## config.mk

```make
export PLATFORM = sky130hd
export DESIGN_NAME = cctm_ctrl
export DESIGN_NICKNAME = d
export VERILOG_FILES = /design/src/rtl/cctm_pkg.sv /design/src/rtl/cctm_ctrl.sv
export SDC_FILE = /design/constraint.sdc
export NUM_CORES = 1
export LEC_CHECK = 0
export ABC_AREA = 1
export BUFFER_PORTS_ARGS = -buffer_cell sky130_fd_sc_hd__buf_2
export CAP_MARGIN = 0
export CORE_MARGIN = 4
export CORE_UTILIZATION = 50
export DETAILED_ROUTE_END_ITERATION = 12
export PLACE_DENSITY = 0.83
export SLEW_MARGIN = 40
export SYNTH_ARGS = -nofsm -noshare
export SYNTH_HDL_FRONTEND = slang
export SYNTH_SLANG_ARGS = --single-unit
export TNS_END_PERCENT = 5
```

## constraint.sdc

```tcl
create_clock -name clk -period 4.1 [get_ports clk]
set_input_delay 0.41 -clock clk [delete_from_list [all_inputs] [get_ports clk]]
set_output_delay 0.41 -clock clk [all_outputs]
set_load 0.1 [all_outputs]
```

## src/rtl/cctm_pkg.sv

```systemverilog
// ----------------------------------------------------------------------------
// cctm_pkg: shared types and constants of the chunk chain table manager
// Holds the table geometry, operation and status codes, and the command and
// status structs that pass between the controller and the datapath.
// ----------------------------------------------------------------------------
`default_nettype none
package cctm_pkg;

  localparam int TableDepth = 4096;
  localparam int AddrW      = $clog2(TableDepth);
  localparam int LinkW      = 12;
  localparam int TypeW      = 4;
  localparam int CountW     = 12;
  localparam int StatusW    = 3;
  localparam int OpW        = 3;
  localparam logic [TypeW-1:0] HeadTypeMin = 4'd8;

  localparam logic [OpW-1:0] OP_ALLOC   = 3'd0;
  localparam logic [OpW-1:0] OP_FREE    = 3'd1;
  localparam logic [OpW-1:0] OP_MEASURE = 3'd2;
  localparam logic [OpW-1:0] OP_READ    = 3'd3;
  localparam logic [OpW-1:0] OP_WRITE   = 3'd4;

  localparam logic [StatusW-1:0] ST_OK      = 3'd0;
  localparam logic [StatusW-1:0] ST_BAD     = 3'd1;
  localparam logic [StatusW-1:0] ST_SPACE   = 3'd2;
  localparam logic [StatusW-1:0] ST_BROKEN  = 3'd3;
  localparam logic [StatusW-1:0] ST_NOTHEAD = 3'd4;
  localparam logic [StatusW-1:0] ST_LOOP    = 3'd5;

  localparam logic CFG_UNUSED = 1'b0;
  localparam logic CFG_CONT   = 1'b1;

  // Memory access command from the controller.
  typedef struct packed {
    logic             rd_en;
    logic [LinkW-1:0] rd_addr;
    logic             wr_en;
    logic [LinkW-1:0] wr_addr;
    logic [TypeW-1:0] wr_type;
    logic [LinkW-1:0] wr_link;
  } mem_cmd_t;

  // Registered read data back to the controller.
  typedef struct packed {
    logic [TypeW-1:0] rd_type;
    logic [LinkW-1:0] rd_link;
  } mem_stat_t;

  function automatic logic in_range(input logic [LinkW-1:0] a);
    return ({1'b0, a} < 13'(TableDepth));
  endfunction

endpackage : cctm_pkg
`default_nettype wire

```

## src/rtl/cctm_ctrl.sv

```systemverilog
// ----------------------------------------------------------------------------
// cctm_ctrl: chunk chain controller
// Sequences the check walks and write passes of each operation over the table.
// ----------------------------------------------------------------------------
`default_nettype none
module cctm_ctrl (
  input  wire logic                           clk,
  input  wire logic                           rst,
  input  wire logic                           in_valid,
  output logic                                in_stall,
  input  wire logic [cctm_pkg::OpW-1:0]       op,
  input  wire logic [cctm_pkg::LinkW-1:0]     slot_index,
  input  wire logic [cctm_pkg::CountW-1:0]    slot_count,
  input  wire logic [cctm_pkg::TypeW-1:0]     type_value,
  input  wire logic [cctm_pkg::LinkW-1:0]     link_value,
  input  wire logic [cctm_pkg::TypeW-1:0]     unused_code,
  input  wire logic [cctm_pkg::TypeW-1:0]     cont_code,
  output cctm_pkg::mem_cmd_t                  cmd,
  input  wire cctm_pkg::mem_stat_t            stat,
  output logic                                out_valid,
  input  wire logic                           out_stall,
  output logic [cctm_pkg::StatusW-1:0]        status,
  output logic [cctm_pkg::LinkW-1:0]          slot_out,
  output logic [cctm_pkg::TypeW-1:0]          type_out,
  output logic [cctm_pkg::CountW-1:0]         chain_length
);
  import cctm_pkg::*;

  typedef enum logic [3:0] {
    S_IDLE, S_DISPATCH, S_READ, S_ACHK, S_AWR, S_AFIN,
    S_FCHK, S_FHEAD, S_FWR, S_MHEAD, S_MWALK, S_DONE
  } state_t;

  state_t           state;
  logic [OpW-1:0]   r_op;
  logic [LinkW-1:0] r_idx;
  logic [CountW-1:0] r_cnt;
  logic [TypeW-1:0] r_type;
  logic [LinkW-1:0] r_link;
  logic [CountW-1:0] step;
  logic [LinkW-1:0] cur;
  logic [LinkW-1:0] old_head;
  logic [TypeW-1:0] head_type;
  logic [LinkW-1:0] first_slot;
  logic             bad_req;

  assign in_stall = (state != S_IDLE);

  // First slot taken by an alloc: on the first check step it is the link of
  // entry 0 now in the read data, later it has been kept in slot_out.
  assign first_slot = (step == '0) ? stat.rd_link : slot_out;

  always_comb begin
    case (op)
      OP_ALLOC:            bad_req = (slot_count == '0);
      OP_FREE, OP_MEASURE: bad_req = (slot_index == '0) || !in_range(slot_index);
      OP_READ, OP_WRITE:   bad_req = !in_range(slot_index);
      default:             bad_req = 1'b1;
    endcase
  end

  always_comb begin
    cmd = '0;
    case (state)
      S_DISPATCH: begin
        cmd.rd_en   = 1'b1;
        cmd.rd_addr = (r_op == OP_ALLOC) ? '0 : r_idx;
        if (r_op == OP_WRITE && in_range(r_idx)) begin
          cmd.wr_en   = 1'b1;
          cmd.wr_addr = r_idx;
          cmd.wr_type = r_type;
          cmd.wr_link = r_link;
          cmd.rd_en   = 1'b0;
        end
      end
      S_ACHK: begin
        // The last check step fetches the first taken slot for the write pass.
        cmd.rd_en   = 1'b1;
        cmd.rd_addr = (step == r_cnt - 1'b1) ? first_slot : stat.rd_link;
      end
      S_FCHK, S_MWALK, S_MHEAD: begin
        cmd.rd_en   = 1'b1;
        cmd.rd_addr = stat.rd_link;
      end
      S_AWR: begin
        cmd.rd_en   = 1'b1;
        cmd.rd_addr = stat.rd_link;
        cmd.wr_en   = 1'b1;
        cmd.wr_addr = cur;
        cmd.wr_type = (step == '0) ? r_type : cont_code;
        cmd.wr_link = (step == r_cnt - 1'b1) ? '0 : stat.rd_link;
      end
      S_AFIN: begin
        cmd.wr_en   = 1'b1;
        cmd.wr_addr = '0;
        cmd.wr_type = head_type;
        cmd.wr_link = cur;
      end
      S_FHEAD: begin
        // Entry 0 is in the read data here; keep its type.
        cmd.rd_en   = 1'b1;
        cmd.rd_addr = r_idx;
        cmd.wr_en   = 1'b1;
        cmd.wr_addr = '0;
        cmd.wr_type = stat.rd_type;
        cmd.wr_link = r_idx;
      end
      S_FWR: begin
        cmd.rd_en   = 1'b1;
        cmd.rd_addr = stat.rd_link;
        cmd.wr_en   = 1'b1;
        cmd.wr_addr = cur;
        cmd.wr_type = unused_code;
        cmd.wr_link = (stat.rd_link == '0) ? old_head : stat.rd_link;
      end
      default: ;
    endcase
  end

  always_ff @(posedge clk) begin
    if (rst) begin
      state     <= S_IDLE;
      out_valid <= 1'b0;
    end else begin
      case (state)
        S_IDLE: begin
          if (in_valid) begin
            r_op   <= op;
            r_idx  <= slot_index;
            r_cnt  <= slot_count;
            r_type <= type_value;
            r_link <= link_value;
            step   <= '0;
            cur    <= '0;
            slot_out <= '0;
            type_out <= '0;
            chain_length <= '0;
            if (bad_req) begin
              status <= ST_BAD;
              state  <= S_DONE;
            end else begin
              status <= ST_OK;
              state  <= S_DISPATCH;
            end
          end
        end
        S_DISPATCH: begin
          case (r_op)
            OP_ALLOC:   state <= S_ACHK;
            OP_FREE:    state <= S_FCHK;
            OP_MEASURE: state <= S_MHEAD;
            OP_READ:    state <= S_READ;
            default:    state <= S_DONE;
          endcase
          step <= (r_op == OP_FREE) ? 12'd1 : '0;
        end
        S_READ: begin
          slot_out <= stat.rd_link;
          type_out <= stat.rd_type;
          state    <= S_DONE;
        end
        S_ACHK: begin
          // The entry being checked is in stat; step counts checked entries.
          if (step == '0) head_type <= stat.rd_type;
          if (stat.rd_link == '0) begin
            status <= ST_SPACE; slot_out <= '0; state <= S_DONE;
          end else if (stat.rd_type != unused_code || !in_range(stat.rd_link)) begin
            status <= ST_BROKEN; slot_out <= '0; state <= S_DONE;
          end else begin
            if (step == '0) slot_out <= stat.rd_link;
            if (step == r_cnt - 1'b1) begin
              step  <= '0;
              cur   <= first_slot;
              state <= S_AWR;
            end else begin
              step <= step + 1'b1;
            end
          end
        end
        S_AWR: begin
          // Entry cur is in stat; its link is the next slot to retype.
          cur <= stat.rd_link;
          if (step == r_cnt - 1'b1) begin
            state <= S_AFIN;
          end else begin
            step <= step + 1'b1;
          end
        end
        S_AFIN: state <= S_DONE;
        S_FCHK: begin
          if (stat.rd_link == '0) begin
            state <= S_FHEAD;
          end else if (!in_range(stat.rd_link)) begin
            status <= ST_BROKEN; state <= S_DONE;
          end else if ({1'b0, step} + 13'd1 >= 13'(TableDepth)) begin
            status <= ST_LOOP; state <= S_DONE;
          end else begin
            step <= step + 1'b1;
          end
        end
        S_FHEAD: begin
          old_head <= stat.rd_link;
          cur      <= r_idx;
          state    <= S_FWR;
        end
        S_FWR: begin
          cur <= stat.rd_link;
          if (stat.rd_link == '0) state <= S_DONE;
        end
        S_MHEAD: begin
          head_type <= stat.rd_type;
          step      <= 12'd1;
          if (stat.rd_type < HeadTypeMin) begin
            status <= ST_NOTHEAD; state <= S_DONE;
          end else if (stat.rd_link == '0) begin
            type_out <= stat.rd_type; chain_length <= 12'd1; state <= S_DONE;
          end else if (!in_range(stat.rd_link)) begin
            status <= ST_BROKEN; state <= S_DONE;
          end else begin
            state <= S_MWALK;
          end
        end
        S_MWALK: begin
          if (stat.rd_type != cont_code) begin
            status <= ST_BROKEN; state <= S_DONE;
          end else if ({1'b0, step} + 13'd1 >= 13'(TableDepth)) begin
            status <= ST_LOOP; state <= S_DONE;
          end else if (stat.rd_link == '0) begin
            type_out <= head_type; chain_length <= step + 1'b1; state <= S_DONE;
          end else if (!in_range(stat.rd_link)) begin
            status <= ST_BROKEN; state <= S_DONE;
          end else begin
            step <= step + 1'b1;
          end
        end
        S_DONE: begin
          if (!out_valid) begin
            out_valid <= 1'b1;
          end else if (!out_stall) begin
            out_valid <= 1'b0;
            state     <= S_IDLE;
          end
        end
        default: state <= S_IDLE;
      endcase
    end
  end

  property p_no_write_idle;
    @(posedge clk) disable iff (rst) (state == S_IDLE) |-> !cmd.wr_en;
  endproperty
  a_no_write_idle: assert property (p_no_write_idle) else $error("write while idle");

  property p_out_done;
    @(posedge clk) disable iff (rst) out_valid |-> (state == S_DONE);
  endproperty
  a_out_done: assert property (p_out_done) else $error("result outside done");

  property p_bad_clears;
    @(posedge clk) disable iff (rst) (out_valid && status != ST_OK) |->
      (slot_out == '0 && chain_length == '0);
  endproperty
  a_bad_clears: assert property (p_bad_clears) else $error("fields set on error");

endmodule : cctm_ctrl
`default_nettype wire

```

# Word level (Yosys, flattened, before mapping)
# Index checks and enable logic that the tools add are counted.
[word_totals]
out_inout_bits = 75
register_bits = 119
word_cells = 167
[op_classes]
n_eq_ne = 43
n_bitwise = 1
magnitude_cmp = 2
mux = 73
reduce_logical = 30
n_addsub = 3
[op_table]
columns = ["cell", "n"]
rows = [
  ["$mux 12", 25],
  ["$pmux 29 s5", 1],
  ["$mux 4", 21],
  ["$pmux 12 s7", 1],
  ["$pmux 12 s3", 2],
  ["$pmux 13 s4", 1],
  ["$logic_not 12->1", 4],
  ["$pmux 12 s4", 1],
  ["$pmux 4 s11", 1],
  ["$ne 2x2->1 const B", 18],
  ["$pmux 4 s4", 2],
  ["$mux 29", 1],
  ["$mux 3", 7],
  ["$reduce_and 6->1", 3],
  ["$eq 4x3->1 const B", 4],
  ["$eq 4x4->1 const B", 4],
  ["$reduce_and 8->1", 2],
  ["$pmux 3 s5", 1],
  ["$add 12x1->13 const B", 1],
  ["$ge 13x13->1 const B", 1],
  ["$add 12x1->12 const B", 1],
  ["$eq 12x12->1", 1],
  ["$eq 3x2->1 const B", 4],
  ["$reduce_bool 4->1", 3],
  ["other kinds (24)", 42],
]

# Longest topological paths before layout
# Gate-level depths: netlist of the first run.
[depth]
depth_word = 6
depth_mapped = 16

# Least setup slack after synthesis of the first run
# OpenSTA, ideal clock, no wires.
[synth_path]
path_type = "flip-flop to flip-flop"
from = "reg state[0]"
to = "reg r_cnt[0] (enable)"
n_path_buf = 1
t_arrival_ps = 4371
stages_incl_launch_ff = 7
path_slack_ps = -768
cell_sequence = "dfxtp_1 buf_4 inv_2 nand2_2 nor2_1 inv_1 nor3_1"
[synth_between]
elab_chain_cells = 2
[synth_lines]
columns = ["element", "line", "text"]
rows = [
  ["from (decl)", "cctm_ctrl.sv:34", "state_t state;"],
  ["from (signal assigned)", "cctm_ctrl.sv:122", "state <= S_IDLE;"],
  ["from (signal assigned)", "cctm_ctrl.sv:140", "state <= S_DONE;"],
  ["from (signal assigned)", "cctm_ctrl.sv:143", "state <= S_DISPATCH;"],
  ["$logic_not 4->1", "cctm_ctrl.sv:125", "case (state)"],
  ["$reduce_and 3->1 (no line)", "n/a", ""],
  ["to (signal assigned)", "cctm_ctrl.sv:130", "r_cnt <= slot_count;"],
  ["to (decl)", "cctm_ctrl.sv:37", "logic [CountW-1:0] r_cnt;"],
]
# Every way passes these cells.
# A chain may end at the register's enable or synchronous reset.

==> results of run 1 <==
-- path summary, 6_finish.rpt --
kind | start | endpoint | slack (ns)
max reg2reg | r_cnt[0]$_DFFE_PP_ | cur[3]$_DFFE_PP_ | 0.86
min | link_value[1] | r_link[1]$_DFFE_PP_ | 0.16
min reg2reg | out_valid$_SDFFE_PP0N_ | out_valid$_SDFFE_PP0N_ | 0.50
max | r_cnt[0]$_DFFE_PP_ | cmd[30] | 0.29
-- routing by layer --
layer  wire, microns  vias up  global-route usage  share of wire
met4             412        0              0.0719          0.018
met2            9460      524               0.377           0.42
met3            3170       49              0.0807           0.14
met5               0        -                   0              0
met1            9310     3111               0.415           0.42
li1                -     3175                   -              -
-- through the flow --
step,cell area [sq um],TNS (ns),utilization
after floorplan,7000,-0.0329,-
after global routing,8490,0,0.631
after detailed placement,7900,0,0.587
after CTS,8490,0,0.631
after global placement,7890,0,0.587
final,8490,0,0.631
-- cell usage after synthesis, types with 10 or more instances --
library cell / number / area (sq um)
xor2_1: 14 / 123
nor2_2: 11 / 68.8
nor3_1: 31 / 155
edfxtp_1: 114 / 3420
nand4_1: 17 / 106
nor2_1: 126 / 473
nand2_1: 168 / 631
inv_2: 11 / 41.3
a21oi_1: 46 / 230
inv_1: 97 / 364
o211ai_1: 10 / 75.1
o22ai_1: 19 / 119
o21ai_0: 47 / 235
nand3_1: 40 / 200
-- kinds of logic after synthesis --
family / Yosys count
buffers and inverters: 136
adders and majority gates: 3
AOI/OAI and AO/OA: 152
xor gates and xnor gates: 21
and+or+nand+nor: 414
DFF: 119
-- sequential cells by signal, indices dropped and copies added, names as in the netlist, 12 cells and up --
register      count
r_link           12
chain_length     12
r_cnt            12
cur              12
step             12
old_head         12
slot_out         12
r_idx            12
-- cell usage in the layout (no fill, tap or decap), types with 3 or more instances in the layout --
master      Yosys  final
o21ai_0        47     47
o21ai_2         4      4
clkbuf_16       0     17
o2111ai_1       4      4
nand2_2         7      7
nor3_1         31     30
nor4_1          3      3
o21ai_1         9      9
ha_1            3      3
a21oi_1        46     46
inv_6           0      5
nor3_2          3      3
a221oi_1        6      6
inv_2          11     11
buf_4           5     11
nor2_2         11     12
edfxtp_1      114    114
nor2_1        126    125
nand3_1        40     40
nand4_1        17     17
nand2_1       168    168
xnor2_1         7      7
buf_2           9    145
clkinvlp_4      0      4
xor2_1         14     14
o22ai_1        19     19
o211ai_1       10     10
inv_1          97     97
dfxtp_1         5      5
-- power by group --
part	total, mW	switching, mW	internal (mW)	leakage (nW)
clock	1.49	0.584	0.906	0.277
sequential	1.87	0.183	1.68	1.11
combinational	3.58	2.97	0.603	2.38
-- area by class of cell --
cell class,instances,share of cell area
Inverter,110,0.0488
Multi-Input combinational cell,590,0.345
Sequential cell,119,0.415
Timing Repair Buffer,156,0.0952
Clock buffer,17,0.0501
Tap cell,176,0.0259
Clock inverter,15,0.0196
==> metrics.md, run 1 <==
| Metric | Value |
|---|---|
| Post-Syn Instances | `845` |
| Post-CTS setup buffers | `0` |
| Worst Slack Setup Final | `0.293 ns` |
| Yosys warns | `0` |
| DRT antenna net count | `0` |
| Die footprint | `16,000 sq um` |
| Period utilization | `0.929` |
| Final cell count without fillers | `1,183` |
| Core Box Area | `13,500 sq um` |
| Buffers added on ports | `145` |
| Largest stage delay, worst path | `0.54 ns` |
| Critical path's top delay family | `simple AND/OR/NAND/NOR gates` |
| Drt drc | `0` |
| CP Class | `reg -> out` |
| Power consumption | `6.93 mW` |
| Post-detail-place hpwl | `17,000 microns` |
| Kind of path behind the tightest hold check | `in -> reg` |
| Synth Register Bits | `119` |
| Setup crit end kind | `primary output` |
| Slew @ Worst Pin | `0.671 ns` |
| RSZ-0062 raised after global routing | `false` |
| Max-slew headroom | `0.552` |
| Main synth FF type | `edfxtp_1` |
| Worst Reg-to-Reg Cells | `11` |
| Place WS | `0.758 ns` |
| Placed cells | `1,151` |
| Outcome | `finished clean` |
| Routed length per placed instance | `18.9 microns` |
| Number of flops mapped to enable cells by yosys | `114` |
| Antenna Cells | `0` |
| Boundary pin count | `146` |
| FFs w/ async S/R, synth | `0` |
| Worst EP arrival | `3.40 ns` |
| Slowest cell on the critical path | `nand3_2` |
| Residual overflow from global routing | `0` |
| Static Leak | `3.76 nW` |
| Final nets | `1,068` |
| Largest family of logic cells by synthesized area | `simple AND/OR/NAND/NOR gates` |
| Clk Latency, worst-skew pair | `0.42 ns` |
| CTS tree | `built` |
| CP dominant cell by count | `nand2_1` |
| First-pass GRT wire length | `33,700 microns` |
| IR drop worst, VDD | `559 uV` |
| WHS | `0.162 ns` |
| Seq/Total Area, Yosys | `0.503` |
| Initial antenna violation count | `0` |
| Post_cts resized | `0` |
| CTS Hold Bufs | `0` |
| Final hold vios | `0` |
| Final WL | `22,400 microns` |
| Mux cell area share after synthesis | `0` |
| Fillers | `1,208` |
| Max_cap viols | `0` |
| Clk sink count | `119` |
| Clock root buffer | `clkbuf_16` |
| Area Growth Syn to Fin | `21.3%` |
| Crit path max fanout | `28` |
| Final Max Tran Viols | `0` |
| Drt first pass iters | `6` |
| Rows | `42` |
| Reg clk slew, reported paths | `0.06 ns` |
| Max Fclk | `0.263 GHz` |
| Post-synthesis cell type count | `45` |
| Largest net degree at the start of global routing | `44` |
| Die width | `126 microns` |
| Post-layout min period | `3.81 ns` |
| Buffers and inverters on the worst path | `2` |
| Vias | `6,859` |
| Vias in the first global route | `6,056` |
| TritonCTS Buffers | `17` |
| Gr usage total | `0.272` |
| Register area | `3520 sq um` |
| Final Skew | `0.00654 ns` |
| Final setup vio count | `0` |
| Share of cells above drive strength 1 | `0.231` |
| Post-synthesis xor/xnor area fraction | `0.0263` |
| 1st-iter DRT viols | `1,180` |
| Levels on crit path | `13` |
| Post-Syn Area | `7000 sq um` |
| Hold Crit Depth | `1` |
| Clk buf depth | `2` |
| Synth Area in Compound Gates | `0.127` |
| Worst endpoint required time | `3.69 ns` |
| Crit start category | `flip-flop` |
| Synth Area per Inst | `8.28 sq um` |
| Starting Density | `0.520` |
| Die Y | `126 microns` |
| Gpl congestion | `0.991` |
| Pwr/cell area | `817 nW/um^2` |
| Net count after synthesis | `919` |
| H-tree depth | `4` |
| Worst-path cell chain | `inv_1 > ha_1 > nand3_2 > nor2_2 > nand2_1 > nand2_1 > nand3_1 > nor2_1 > nand3_2 > nand2_1 > o21ai_0 > o21ai_0 > buf_2` |
| DR vias/cell | `5.80` |
| Post-synthesis simple-gate area fraction | `0.258` |
| Post-synthesis adder-cell area fraction | `0.00536` |
| Multi-input gate area | `2930 sq um` |
Note: power is estimated with default switching activity, not from simulation.
==> run 2, diff against run 1 <==
==> constraint.sdc (replaced) <==
create_clock -name clk -period 4.1 [get_ports clk]
set_input_delay 0.82 -clock clk [delete_from_list [all_inputs] [get_ports clk]]
set_output_delay 0.82 -clock clk [all_outputs]
set_load 0.1 [all_outputs]
==> run 2 against run 1 <==
  * Clock power is 6% lower
  * Fmax down 5.0%
  * Sequential power about the same
  * Sequential share of layout area shrank 0.26 points
  * Highest routed layer unchanged
  * Die area unchanged
  * Via count up 0.64%
  * Design area rose by 0.63%
  * Cell count up 0.51%
  * Utilization rose by 0.40 points
  * Setup slack worse by 0.20 ns
  * Hold slack improved by 0.34 ns
  * Largest cell class unchanged
==> metrics.md, run 2 (synthesis results as in run 1) <==
| Metric | Value |
|---|---|
| Outcome | `finished clean (unchanged)` |
| Post-layout min period | `4.01 ns (was 3.81 ns)` |
| Clk sink count | `119 (unchanged)` |
| CP Class | `reg -> out (unchanged)` |
| First-pass GRT wire length | `34,100 microns (was 33,700 microns)` |
| CTS Hold Bufs | `0 (unchanged)` |
| Final setup vio count | `0 (unchanged)` |
| Crit start category | `flip-flop (unchanged)` |
| Reg2Reg Setup Slack | `0.97 ns (was 0.86 ns)` |
| Power Internal | `3.15 mW (was 3.19 mW)` |
| CP dominant cell by count | `nor2_1 (was nand2_1)` |
| Post_cts resized | `0 (unchanged)` |
| Kind of path behind the tightest hold check | `reg -> reg (was in -> reg)` |
| Power share of the clock group | `0.203 (was 0.215)` |
| Die Y | `126 microns (unchanged)` |
| Initial antenna violation count | `0 (unchanged)` |
| Fin area | `8540 sq um (was 8490 sq um)` |
| Most frequent cells in the layout | `168 x nand2_1, 134 x buf_2, 125 x nor2_1, 114 x edfxtp_1, 97 x inv_1 (was 168 x nand2_1, 145 x buf_2, 125 x nor2_1, 114 x edfxtp_1, 97 x inv_1)` |
| Core Box Area | `13,500 sq um (unchanged)` |
| Largest stage delay, worst path | `0.48 ns (was 0.54 ns)` |
| CTS tree | `built (unchanged)` |
| Clk Latency, worst-skew pair | `0.43 ns (was 0.42 ns)` |
| NetSw | `3.73 mW (was 3.74 mW)` |
| Final Max Tran Viols | `0 (unchanged)` |
| Area Growth Syn to Fin | `22.1% (was 21.3%)` |
| Drt first pass iters | `7 (was 6)` |
| Routed length per placed instance | `18.7 microns (was 18.9 microns)` |
| Worst EP arrival | `3.19 ns (was 3.40 ns)` |
| IR drop worst, VDD | `580 uV (was 559 uV)` |
| Final Skew | `0.00595 ns (was 0.00654 ns)` |
| Largest net degree at the start of global routing | `44 (unchanged)` |
| Final nets | `1,074 (was 1,068)` |
| Clock root buffer | `clkbuf_16 (unchanged)` |
| Clk buf depth | `2 (unchanged)` |
| Combinational share of power | `0.528 (was 0.516)` |
| Antenna Cells | `0 (unchanged)` |
| Period utilization | `0.978 (was 0.929)` |
| Buffers added on ports | `145 (unchanged)` |
| Max Fclk | `0.250 GHz (was 0.263 GHz)` |
| Max_cap viols | `0 (unchanged)` |
| Vias in the first global route | `6,305 (was 6,056)` |
| Post-CTS setup buffers | `0 (unchanged)` |
| Share of cells above drive strength 1 | `0.236 (was 0.231)` |
| Static Leak | `3.78 nW (was 3.76 nW)` |
| Setup crit end kind | `primary output (unchanged)` |
| R2R Path Start | `r_cnt[0]$_DFFE_PP_ (unchanged)` |
| DR vias/cell | `5.81 (was 5.80)` |
| Worst Reg-to-Reg Cells | `12 (was 11)` |
| Worst-path cell chain | `inv_1 > nand2_1 > nor2_1 > nor2_4 > inv_2 > nor3_4 > nor2_1 > nor3_1 > o21ai_1 > buf_2 (was inv_1 > ha_1 > nand3_2 > nor2_2 > nand2_1 > nand2_1 > nand3_1 > nor2_1 > nand3_2 > nand2_1 > o21ai_0 > o21ai_0 > buf_2)` |
| Leading cell type in the layout, fill and taps excluded | `nand2_1 (unchanged)` |
| Vias | `6,903 (was 6,859)` |
| RSZ-0062 raised after global routing | `true (was false)` |
| Placement Cell Area | `7940 sq um (was 7900 sq um)` |
| Gpl congestion | `1.01 (was 0.991)` |
| Worst endpoint required time | `3.28 ns (was 3.69 ns)` |
| Slew @ Worst Pin | `0.730 ns (was 0.671 ns)` |
| Die footprint | `16,000 sq um (unchanged)` |
| Drt drc | `0 (unchanged)` |
| 1st-iter DRT viols | `1,152 (was 1,180)` |
| Gr usage total | `0.276 (was 0.272)` |
| TritonCTS Buffers | `17 (unchanged)` |
| Rows | `42 (unchanged)` |
| Final WL | `22,200 microns (was 22,400 microns)` |
| Crit. Startpoint | `state[2]$_SDFFE_PP0P_ (was r_cnt[0]$_DFFE_PP_)` |
| Slowest cell on the critical path | `nor3_4 (was nand3_2)` |
| R2r endpoint | `cur[5]$_DFFE_PP_ (was cur[3]$_DFFE_PP_)` |
| Boundary pin count | `146 (unchanged)` |
| Die width | `126 microns (unchanged)` |
| Sw Share | `0.542 (was 0.540)` |
| Max-slew headroom | `0.513 (was 0.552)` |
| WHS | `0.499 ns (was 0.162 ns)` |
| Pwr/cell area | `806 nW/um^2 (was 817 nW/um^2)` |
| Crit path max fanout | `20 (was 28)` |
| H-tree depth | `4 (unchanged)` |
| Starting Density | `0.520 (unchanged)` |
| Reg clk slew, reported paths | `0.06 ns (about the same)` |
| Residual overflow from global routing | `0 (unchanged)` |
| Post-detail-place hpwl | `16,800 microns (was 17,000 microns)` |
| Setup crit end | `cmd[29] (was cmd[30])` |
| Final cell count without fillers | `1,189 (was 1,183)` |
| Final hold vios | `0 (unchanged)` |
| Sequential share of power | `0.269 (about the same)` |
| DRT antenna net count | `0 (unchanged)` |
| Placed cells | `1,157 (was 1,151)` |
## run 2: cell types whose count changed in the layout (fill, tap and decap cells not counted), sizes merged
cell,before,now
buf,156,155
bufinv,2,1
clkbuf,17,25
clkinv,5,9
inv,114,110
## run 2: worst min-delay path by stage
stage / to / slack, ns / start / cells past startpoint
6_report: out_valid$_SDFFE_PP0N_ / 0.50 / out_valid$_SDFFE_PP0N_ / 2
5_1_grt: out_valid$_SDFFE_PP0N_ / 0.50 / out_valid$_SDFFE_PP0N_ / 2
4_1_cts: out_valid$_SDFFE_PP0N_ / 0.50 / out_valid$_SDFFE_PP0N_ / 2
3_5_place_dp: out_valid$_SDFFE_PP0N_ / 0.49 / out_valid$_SDFFE_PP0N_ / 2
3_3_place_gp: out_valid$_SDFFE_PP0N_ / 0.48 / out_valid$_SDFFE_PP0N_ / 2
2_1_floorplan: state[1]$_SDFFE_PP0P_ / 0.51 / state[1]$_SDFFE_PP0P_ / 2
## run 2: routing by layer
metal	vias to the layer above	track usage	routed length (microns)
met2	572	0.380	9050
met1	3060	0.411	9020
met5	-	0	0
met3	80	0.0828	3400
met4	0	0.100	723
li1	3191	-	-
## run 2: power by group through the flow
stage	sequential [mW]	combinational, mW	clock, mW
CTS	1.85	3.56	1.41
floorplan	2.44	2.26	0
finish	1.85	3.63	1.40
global route	1.88	3.80	1.47
detailed placement	1.87	3.54	0
global placement	1.86	3.55	0
## run 2: area by class of cell
| cell class | count | area (sq um) |
|---|---|---|
| Sequential cell | 119 | 3520 |
| Clock buffer | 18 | 429 |
| Fill cell | 1162 | 4910 |
| Inverter | 110 | 415 |
| Clock inverter | 14 | 126 |
| Tap cell | 176 | 220 |
| Multi-Input combinational cell | 590 | 2940 |
| Timing Repair Buffer | 162 | 885 |
## run 2: stage by stage
| stage | util | power (mW) | worst slack (ns) | TNS (ns) |
|---|---|---|---|---|
| floorplan | - | 4.71 | -0.426 | -0.936 |
| global placement | 0.590 | 5.41 | 0.391 | 0 |
| detailed placement | 0.590 | 5.41 | 0.446 | 0 |
| CTS | 0.631 | 6.81 | 0.0102 | 0 |
| global route | 0.635 | 7.14 | -0.0280 | -0.0412 |
| finish | 0.635 | 6.88 | 0.0921 | 0 |
## run 2: worst max-delay path: cells and delay by family, from the launching register on
kind,cells,cell delay (ns)
buffers and inverters,3,0.62
AND/OR/NAND/NOR,6,1.59
AO/OA/AOI/OAI,1,0.15
flip-flops,1,0.38
